<file path="src/rtl/sar_offset_trim_calibrator_unit_defines.svh">
// assertion macros used by the calibrator top level
`ifndef SAR_OFFSET_TRIM_CALIBRATOR_UNIT_DEFINES_SVH
`define SAR_OFFSET_TRIM_CALIBRATOR_UNIT_DEFINES_SVH

// same-cycle implication, checked out of reset
`define SOTC_ASSERT_NOW(label, ante, cons) \
  label: assert property (@(posedge clk) disable iff (rst) (ante) |-> (cons)) \
    else $error("sotc same-cycle check failed");

// next-cycle implication, checked out of reset
`define SOTC_ASSERT_NEXT(label, ante, cons) \
  label: assert property (@(posedge clk) disable iff (rst) (ante) |=> (cons)) \
    else $error("sotc next-cycle check failed");

`endif

</file>
<file path="src/rtl/sotc_pkg.sv">
// types, constants and codes of the offset trim calibrator
package sotc_pkg;

  localparam int CHANNELS  = 4;
  localparam int TRIM_BITS = 5;
  localparam int CMP_W     = 4;
  localparam int STEP_W    = TRIM_BITS - 1;
  localparam int PHASE_W   = 3;

  localparam logic [TRIM_BITS-1:0] TRIM_MID   = TRIM_BITS'(1) << (TRIM_BITS - 1);
  localparam logic [TRIM_BITS-1:0] TRIM_MAX   = {TRIM_BITS{1'b1}};
  localparam logic [STEP_W-1:0]    STEP_START = STEP_W'(1) << (STEP_W - 1);

  localparam logic [PHASE_W-1:0] PH_IDLE    = 3'd0;
  localparam logic [PHASE_W-1:0] PH_NSEARCH = 3'd1;
  localparam logic [PHASE_W-1:0] PH_NCHECK  = 3'd2;
  localparam logic [PHASE_W-1:0] PH_PSEARCH = 3'd3;
  localparam logic [PHASE_W-1:0] PH_PCHECK  = 3'd4;

  localparam logic CMD_START   = 1'b0;
  localparam logic CMD_COMPARE = 1'b1;

  typedef logic [CHANNELS-1:0][TRIM_BITS-1:0] trim_arr_t;

  typedef struct packed {
    logic             command;
    logic [CMP_W-1:0] comparator_bits;
    logic             all_ready;
  } item_t;

  typedef struct packed {
    logic [PHASE_W-1:0] phase;
    logic [STEP_W-1:0]  step;
    trim_arr_t          n_trims;
    trim_arr_t          p_trims;
  } cal_state_t;

  typedef struct packed {
    logic done;
    logic err;
  } flags_t;

endpackage

</file>
<file path="src/rtl/sar_offset_trim_calibrator_unit.sv">
// top level of the offset trim calibrator: state, result register, glue
// an accepted beat passes the input register, then the result register
// throughput: one beat per cycle unless result_stall holds the result,
//   set by the state update between the input and the result register
// reset: rst clears the phase to idle, the step to zero and all trims to mid
//   scale, and empties both the input and the result register
`include "sar_offset_trim_calibrator_unit_defines.svh"

module sar_offset_trim_calibrator_unit
  import sotc_pkg::*;
(
  input  logic                 clk,
  input  logic                 rst,
  input  logic                 item_valid,
  output logic                 item_stall,
  input  logic                 command,
  input  logic [CMP_W-1:0]     comparator_bits,
  input  logic                 all_ready,
  output logic                 result_valid,
  input  logic                 result_stall,
  output logic [PHASE_W-1:0]   phase,
  output logic [TRIM_BITS-1:0] trim_n_ch0,
  output logic [TRIM_BITS-1:0] trim_n_ch1,
  output logic [TRIM_BITS-1:0] trim_n_ch2,
  output logic [TRIM_BITS-1:0] trim_n_ch3,
  output logic [TRIM_BITS-1:0] trim_p_ch0,
  output logic [TRIM_BITS-1:0] trim_p_ch1,
  output logic [TRIM_BITS-1:0] trim_p_ch2,
  output logic [TRIM_BITS-1:0] trim_p_ch3,
  output logic                 done_res,
  output logic                 error
);

  logic       pend;
  logic       advance;
  item_t      item_q;
  cal_state_t st;
  cal_state_t st_next;
  flags_t     flags;
  trim_arr_t  res_n;
  trim_arr_t  res_p;

  assign advance = pend && (!result_valid || !result_stall);

  sotc_in_reg u_in_reg (
    .clk             (clk),
    .rst             (rst),
    .item_valid      (item_valid),
    .item_stall      (item_stall),
    .command         (command),
    .comparator_bits (comparator_bits),
    .all_ready       (all_ready),
    .advance         (advance),
    .pend            (pend),
    .item_q          (item_q)
  );

  sotc_step u_step (
    .item    (item_q),
    .st      (st),
    .st_next (st_next),
    .flags   (flags)
  );

  // calibration state
  always_ff @(posedge clk) begin
    if (rst) begin
      st.phase <= PH_IDLE;
      st.step  <= '0;
      for (int i = 0; i < CHANNELS; i++) begin
        st.n_trims[i] <= TRIM_MID;
        st.p_trims[i] <= TRIM_MID;
      end
    end else if (advance) begin
      st <= st_next;
    end
  end

  // result register
  always_ff @(posedge clk) begin
    if (rst) begin
      result_valid <= 1'b0;
    end else if (advance) begin
      result_valid <= 1'b1;
    end else if (!result_stall) begin
      result_valid <= 1'b0;
    end
  end

  always_ff @(posedge clk) begin
    if (advance) begin
      phase    <= st_next.phase;
      res_n    <= st_next.n_trims;
      res_p    <= st_next.p_trims;
      done_res <= flags.done;
      error    <= flags.err;
    end
  end

  assign trim_n_ch0 = res_n[0];
  assign trim_n_ch1 = res_n[1];
  assign trim_n_ch2 = res_n[2];
  assign trim_n_ch3 = res_n[3];
  assign trim_p_ch0 = res_p[0];
  assign trim_p_ch1 = res_p[1];
  assign trim_p_ch2 = res_p[2];
  assign trim_p_ch3 = res_p[3];

  `SOTC_ASSERT_NEXT(a_adv_loads_result, advance, result_valid)
  `SOTC_ASSERT_NOW(a_search_step_live, (st.phase == PH_NSEARCH || st.phase == PH_PSEARCH), st.step != '0)
  `SOTC_ASSERT_NOW(a_done_goes_idle, result_valid && done_res, phase == PH_IDLE)
  `SOTC_ASSERT_NOW(a_done_err_excl, result_valid, !(done_res && error))
  `SOTC_ASSERT_NOW(a_phase_range, 1'b1, st.phase <= PH_PCHECK)

endmodule

</file>
<file path="src/rtl/sotc_in_reg.sv">
// input register stage that holds one accepted beat
module sotc_in_reg
  import sotc_pkg::*;
(
  input  logic             clk,
  input  logic             rst,
  input  logic             item_valid,
  output logic             item_stall,
  input  logic             command,
  input  logic [CMP_W-1:0] comparator_bits,
  input  logic             all_ready,
  input  logic             advance,
  output logic             pend,
  output item_t            item_q
);

  logic take;

  assign item_stall = pend && !advance;
  assign take       = item_valid && !item_stall;

  always_ff @(posedge clk) begin
    if (rst) begin
      pend <= 1'b0;
    end else if (take) begin
      pend <= 1'b1;
    end else if (advance) begin
      pend <= 1'b0;
    end
  end

  always_ff @(posedge clk) begin
    if (take) begin
      item_q.command         <= command;
      item_q.comparator_bits <= comparator_bits;
      item_q.all_ready       <= all_ready;
    end
  end

endmodule

</file>
<file path="src/rtl/sotc_step.sv">
// next-state logic for one beat: start check, search step and check step
module sotc_step
  import sotc_pkg::*;
(
  input  item_t      item,
  input  cal_state_t st,
  output cal_state_t st_next,
  output flags_t     flags
);

  logic [STEP_W-1:0]    step_half;
  logic [TRIM_BITS-1:0] step_ext;
  trim_arr_t            n_search;
  trim_arr_t            p_search;
  trim_arr_t            n_check;
  trim_arr_t            p_check;
  trim_arr_t            mid_arr;

  assign step_half = st.step >> 1;
  assign step_ext  = TRIM_BITS'(st.step);

  always_comb begin
    for (int i = 0; i < CHANNELS; i++) begin
      mid_arr[i] = TRIM_MID;
      if (i < CMP_W && item.comparator_bits[i % CMP_W]) begin
        n_search[i] = st.n_trims[i] + step_ext;
        p_search[i] = st.p_trims[i] + step_ext;
        n_check[i]  = (st.n_trims[i] != TRIM_MAX) ? st.n_trims[i] + TRIM_BITS'(1)
                                                  : st.n_trims[i];
        p_check[i]  = (st.p_trims[i] != TRIM_MAX) ? st.p_trims[i] + TRIM_BITS'(1)
                                                  : st.p_trims[i];
      end else begin
        n_search[i] = st.n_trims[i] - step_ext;
        p_search[i] = st.p_trims[i] - step_ext;
        n_check[i]  = st.n_trims[i];
        p_check[i]  = st.p_trims[i];
      end
    end
  end

  always_comb begin
    st_next    = st;
    flags.done = 1'b0;
    flags.err  = 1'b0;
    if (item.command == CMD_START) begin
      if (st.phase != PH_IDLE || !item.all_ready) begin
        flags.err = 1'b1;
      end else begin
        st_next.n_trims = mid_arr;
        st_next.step    = STEP_START;
        st_next.phase   = PH_NSEARCH;
      end
    end else begin
      case (st.phase)
        PH_NSEARCH: begin
          st_next.n_trims = n_search;
          st_next.step    = step_half;
          if (step_half == '0) st_next.phase = PH_NCHECK;
        end
        PH_NCHECK: begin
          st_next.n_trims = n_check;
          st_next.p_trims = mid_arr;
          st_next.step    = STEP_START;
          st_next.phase   = PH_PSEARCH;
        end
        PH_PSEARCH: begin
          st_next.p_trims = p_search;
          st_next.step    = step_half;
          if (step_half == '0) st_next.phase = PH_PCHECK;
        end
        PH_PCHECK: begin
          st_next.p_trims = p_check;
          st_next.phase   = PH_IDLE;
          flags.done      = 1'b1;
        end
        default: begin
          st_next.phase = PH_IDLE;
        end
      endcase
    end
  end

endmodule

</file>
<file path="config.mk">
export PLATFORM = sky130hd
export DESIGN_NAME = sar_offset_trim_calibrator_unit
export DESIGN_NICKNAME = d
export VERILOG_FILES = /design/src/rtl/sotc_pkg.sv /design/src/rtl/sar_offset_trim_calibrator_unit.sv /design/src/rtl/sotc_in_reg.sv /design/src/rtl/sotc_step.sv
export VERILOG_INCLUDE_DIRS = /design/src /design/src/rtl
export SDC_FILE = /design/constraint.sdc
export NUM_CORES = 1
export LEC_CHECK = 0
export ABC_AREA = 1
export BUFFER_PORTS_ARGS = -buffer_cell sky130_fd_sc_hd__buf_2
export CORE_MARGIN = 5
export CORE_UTILIZATION = 25
export DETAILED_ROUTE_END_ITERATION = 10
export PLACE_DENSITY_LB_ADDON = 0.2
export SYNTH_ARGS = -nofsm -noshare
export SYNTH_HDL_FRONTEND = slang
export SYNTH_HIERARCHICAL = 1
export SYNTH_SLANG_ARGS = --single-unit
</file>
<file path="constraint.sdc">
create_clock -name clk -period 3.5 [get_ports clk]
set_clock_uncertainty 0.05 [all_clocks]
set_input_delay 0.175 -clock clk [delete_from_list [all_inputs] [get_ports clk]]
set_output_delay 0.175 -clock clk [all_outputs]
set_load 0.02 [all_outputs]
</file>
# After elaboration in Yosys (flattened, before gate mapping)
# Index checks and enable logic that the tools add are counted.
[word_totals]
reg_bits = 100
latch_bits = 0
ramBits = 0
mem_bits_ro = 0
input_bits = 10
out_inout_bits = 47
word_cells = 119
mem_count = 0
[classes]
add_sub_neg = 24
multipliers = 0
div_mod_pow = 0
n_lt_le_gt_ge = 0
n_eq_ne = 15
shifts = 0
muxes = 39
n_bitwise = 0
reduce_logical = 15
[ops]
columns = ["cell", "n"]
rows = [
  ["$mux W5", 24],
  ["$pmux W20 S3", 1],
  ["$mux W27", 2],
  ["$add A5 B1 Y5 const B", 8],
  ["$add A5 B4 Y5", 8],
  ["$ne A5 B5 Y1 const B", 8],
  ["$pmux W20 S2", 1],
  ["$sub A5 B4 Y5", 8],
  ["$mux W20", 1],
  ["$pmux W3 S3", 1],
  ["$pmux W4 S2", 1],
  ["$eq A3 B2 Y1 const B", 2],
  ["$mux W1", 6],
  ["$mux W3", 2],
  ["$logic_not A1 Y1", 5],
  ["$logic_not A4 Y1", 1],
  ["$eq A3 B1 Y1 const B", 1],
  ["$eq A3 B3 Y1 const B", 1],
  ["$logic_and A1 B1 Y1", 3],
  ["$ne A3 B2 Y1 const B", 1],
  ["$reduce_and A3 Y1", 1],
  ["$reduce_bool A3 Y1", 1],
  ["$logic_or A1 B1 Y1", 2],
  ["$ne A2 B1 Y1 const B", 1],
  ["other kinds (3)", 3],
]

# Longest topological paths before layout
[logic_depth]
ltp_word = 8
ltp_mapped = 16
depth_no_buf = 16

# Cells and area by module
# The synthesis kept the hierarchy.
[modules_own_cells]
columns = ["module", "instances", "cells_per_inst", "area_each_um2", "seq_area_each_um2"]
rows = [
  ["sotc_step", 1, 710, 3684.8, 0.0],
  ["sar_offset_trim_calibrator_unit", 1, 341, 3485.8, 2312.2],
  ["sotc_in_reg", 1, 13, 226.5, 200.2],
]

# Least setup slack after synthesis
# OpenSTA, ideal clock, no wires.
[synth_timing]
path_kind = "register to register"
start = "reg result_valid"
end = "reg, netlist name u_in_reg/item_q[0]"
setup_time_ns = 0.350
arrival_time_ns = 2.267
slack_ns = 0.833
path_stages_with_launch = 9
path_buffers = 1
period_less_slack_ns = 2.667
cell_sequence = "dfxtp_1 nand2_2 buf_6 nand2_2 inv_1 inv_1 nand2_2 inv_2 nor2_1"
[synth_between]
elab_chain_cells = 7
[synth_rtl]
columns = ["item", "line_no", "text"]
rows = [
  ["from (decl)", "sar_offset_trim_calibrator_unit.sv:19", "output logic result_valid,"],
  ["from (signal assigned)", "sar_offset_trim_calibrator_unit.sv:82", "result_valid <= 1'b0;"],
  ["from (signal assigned)", "sar_offset_trim_calibrator_unit.sv:84", "result_valid <= 1'b1;"],
  ["from (signal assigned)", "sar_offset_trim_calibrator_unit.sv:86", "result_valid <= 1'b0;"],
  ["$logic_not A1 Y1", "sar_offset_trim_calibrator_unit.sv:43", "assign advance = pend && (!result_valid || !result_stall);"],
  ["$logic_or A1 B1 Y1", "sar_offset_trim_calibrator_unit.sv:43", ""],
  ["$logic_and A1 B1 Y1", "sar_offset_trim_calibrator_unit.sv:43", ""],
  ["named net advance", "sar_offset_trim_calibrator_unit.sv:35", "logic advance;"],
  ["$logic_not A1 Y1", "sotc_in_reg.sv:19", "assign item_stall = pend && !advance;"],
  ["$logic_and A1 B1 Y1", "sotc_in_reg.sv:19", ""],
  ["named net item_stall", "sar_offset_trim_calibrator_unit.sv:15", "output logic item_stall,"],
  ["$logic_not A1 Y1", "sotc_in_reg.sv:20", "assign take = item_valid && !item_stall;"],
  ["$logic_and A1 B1 Y1", "sotc_in_reg.sv:20", ""],
  ["named net u_in_reg.take", "sotc_in_reg.sv:17", "logic take;"],
]
# The timed path passes the listed nets, and every way through them passes these cells.
# A chain may end at the register's enable or synchronous reset.

==> metrics.txt <==
r2r worst-path depth=13; core box area=0.02940 sq mm; capture point of the worst path=st[24]$_SDFFE_PP1P_; CTS Root Cell=clkbuf_16; routed vias=6,888; Crit path max-delay family=compound AO/OA/AOI/OAI gates; Rel. slew slack=31.32%; Fillers=3,232; reg-to-reg setup timing slack=520 ps; # rows=63; DRT Pass-1 Iters=5; Critical-path top delay cell=o21ai_0; Max Slew Vio Count=0; Final Hold Fails=0; dpl hpwl=15,430 um; antenna violations before repair=0; MaxCap Viol Count=0; fin crit share=85.06%; distinct cell type count of the synthesized netlist=34; later-pin clock latency in the skew report=360 ps; CTS buffer count=9; CTS tree=built; f_max=0.3359 GHz; P_leak=3.743 nW; Die W=182.0 um; Comb pwr share=26.8%; antenna cells=0; sequential area share after synthesis=33.96%; Buf/Inv on CP=3; endpoint class of the critical path=register; Final Critical Period=2977 ps; Layout area overhead=12.91%; Synth Cell Area=0.007397 sq mm; final non-filler cell total=1,500; Die H=182.0 um; Max Root-Sink Buffers=2; DRT iter0 DRCs=346; DP Cell Count=1,478; Psw=1.229 mW; unrepaired setup endpoints after global routing=false; Crit path required time=3740 ps; Worst Setup SP=st[41]$_SDFFE_PP0P_; clock sink total=100; Avg Inst Size Synth=6.952 sq um; first-pass GRT wire length=36,510 um; reg2reg start=st[41]$_SDFFE_PP0P_; drt total wl=22,740 um; status=completed; fin util=28.41%; syn_nets=1,123; vias in the first global route=6,533; IO Pins=57; setup_tns=0 ps; Vias per Instance=4.592; placed cell areas=0.007968 sq mm; final net count=1,165; grt ovf=0; largest net degree at the start of global routing=88; Post-CTS Setup Inserts=0; Starting Density=25.16%; Worst Setup Path Type=reg2reg; most used cell, CP=nand3_1; stages on the worst setup path=13; Fin Hold WS=12.96 ps; Sw Share=34.86%; Setup crit start kind=register; Reg clk slew, reported paths=70 ps; total track usage=13.71%; CP cell instances=inv_1, ha_1, inv_1, o21ai_0, fa_1, nand3_1, nand3_1, inv_1, nand3_1, nand3_1, a21oi_1, nand3_1, nand3_1; H-tree depth=3; power share of the sequential group=41.4%; finished layout cell area=0.008352 sq mm; P_int=2.296 mW; warnings from Yosys=6; Post-Syn Instances=1,064; #FFs+latches synth=100; Port Buf Inserts=56; worst-path maximum fanout=7; Slew @ Worst Pin=1030 ps; CP peak stage delay=740 ps; Final setup viols=0; Routability Congestion=0.8311; DR WL/cell=15.16 um; Tightest Hold Check Type=in2reg; worst IR drop on VDD=255.7 uV; arrival time worst endpoint=3220 ps; PwrDens=422.1 mW/mm^2; area of the die=0.03313 sq mm; power share of the clock group=31.9%; DRC Markers=0; Reg2Reg Capture Point=st[24]$_SDFFE_PP1P_; post-route ant nets=0; layout cell share with drive strength beyond 1=11.35%
-- metrics by stage --
| step | setup WS [ps] | total power [mW] |
|---|---|---|
| detailed placement | 508.1 | 2.430 |
| CTS | 476.3 | 3.580 |
| floorplan | 833.3 | 2.162 |
| global placement | 541.8 | 2.425 |
| finish | 523.0 | 3.525 |
| global route | 240.9 | 3.752 |
-- synthesized netlist by cell type (all sizes together) --
| cell type | n | area (sq um) |
|---|---|---|
| a21oi | 77 | 422.9 |
| a31oi | 4 | 25.02 |
| buf | 40 | 289.0 |
| clkbuf | 6 | 22.52 |
| clkinv | 2 | 7.510 |
| dfxtp | 49 | 980.9 |
| edfxtp | 51 | 1531 |
| fa | 8 | 160.2 |
| ha | 41 | 513.0 |
| inv | 110 | 417.9 |
| nand2 | 325 | 1270 |
| nand3 | 177 | 885.9 |
| nand3b | 9 | 67.56 |
| nand4 | 2 | 12.51 |
| nor2 | 92 | 362.8 |
| o21ai | 46 | 241.5 |
| o21bai | 4 | 30.03 |
| o22ai | 2 | 12.51 |
| o31ai | 2 | 15.01 |
| o32ai | 1 | 8.760 |
| or2 | 8 | 50.05 |
| xor2 | 8 | 70.07 |
-- registers in the layout (all words and copies together) (netlist names), 5 cells and up --
register	flops
trim_p_ch2	5
trim_p_ch3	5
trim_n_ch3	5
trim_p_ch0	5
trim_n_ch1	5
trim_n_ch0	5
trim_n_ch2	5
trim_p_ch1	5
st	47
u_in_reg/item_q	6
-- per-layer routing --
layer | vias up | GRT usage [%] | share of wire, %
li1 | 3575 | - | -
met1 | 3179 | 19.30 | 50
met2 | 120 | 22.41 | 46
met3 | 14 | 1.462 | 3.3
met4 | 0 | 3.633 | 1.4
met5 | - | 0 | 0
-- power by group through the flow --
stage                     Sequential [mW]  Clock [mW]  Combinational, mW
after global routing                 1.48        1.20               1.08
after detailed placement             1.49           0              0.944
after global placement               1.49           0              0.938
after floorplan                      1.50           0              0.662
final                                1.46        1.12              0.945
after CTS                            1.46        1.16              0.955
-- cells by family after synthesis --
family          share of synthesized area [%]
fa+ha+maj                               9.100
buf+inv                                 9.963
flops                                   33.96
xor+xnor                               0.9473
simple gates                            35.81
compound gates                          10.22
-- worst reg2reg max path, delay by kind of cell (launching register included) --
kind,cells,cell delay [ps]
compound gates,2,990
fa+ha+maj,2,660
buf+inv,3,220
flops,1,430
simple gates,6,570
-- repair_timing --
action | 4_1_cts | 5_1_grt
hold endpoints to repair | 8 | 0
setup endpoints to repair | 0 | 0
gates resized for setup | 0 | 0
hold buffers | 7 | 0
-- area by class of cell --
class	count	area [sq um]	area share, %
well taps	390	488.0	5.843
clock buffers	10	229.0	2.742
multi-input cells	806	4153	49.72
inverters	112	425.4	5.094
flip-flops and latches	100	2516	30.13
clock inverters	5	85.08	1.019
repair buffers	77	455.4	5.453
-- worst min path at each step --
stage / startpoint / to / cells after the start
floorplan: rst / result_valid$_SDFFE_PP0P_ / 1
global placement: comparator_bits[2] / u_in_reg/item_q[3]$_DFFE_PP_ / 1
detailed placement: comparator_bits[1] / u_in_reg/item_q[2]$_DFFE_PP_ / 1
CTS: item_valid / u_in_reg/pend$_SDFFE_PP0P_ / 3
global route: item_valid / u_in_reg/pend$_SDFFE_PP0P_ / 3
finish: item_valid / u_in_reg/pend$_SDFFE_PP0P_ / 3
-- cells in the final DEF (no fill, tap or decap), types with 9 or more instances in the layout --
cell type	n
a21oi_1	67
a21oi_2	10
buf_2	56
buf_4	14
clkbuf_16	9
dfxtp_1	48
edfxtp_1	51
ha_1	41
inv_1	101
nand2_1	315
nand3_1	177
nand3b_1	9
nor2_1	89
o21ai_0	41
Note: power is estimated with default switching activity, not from simulation.
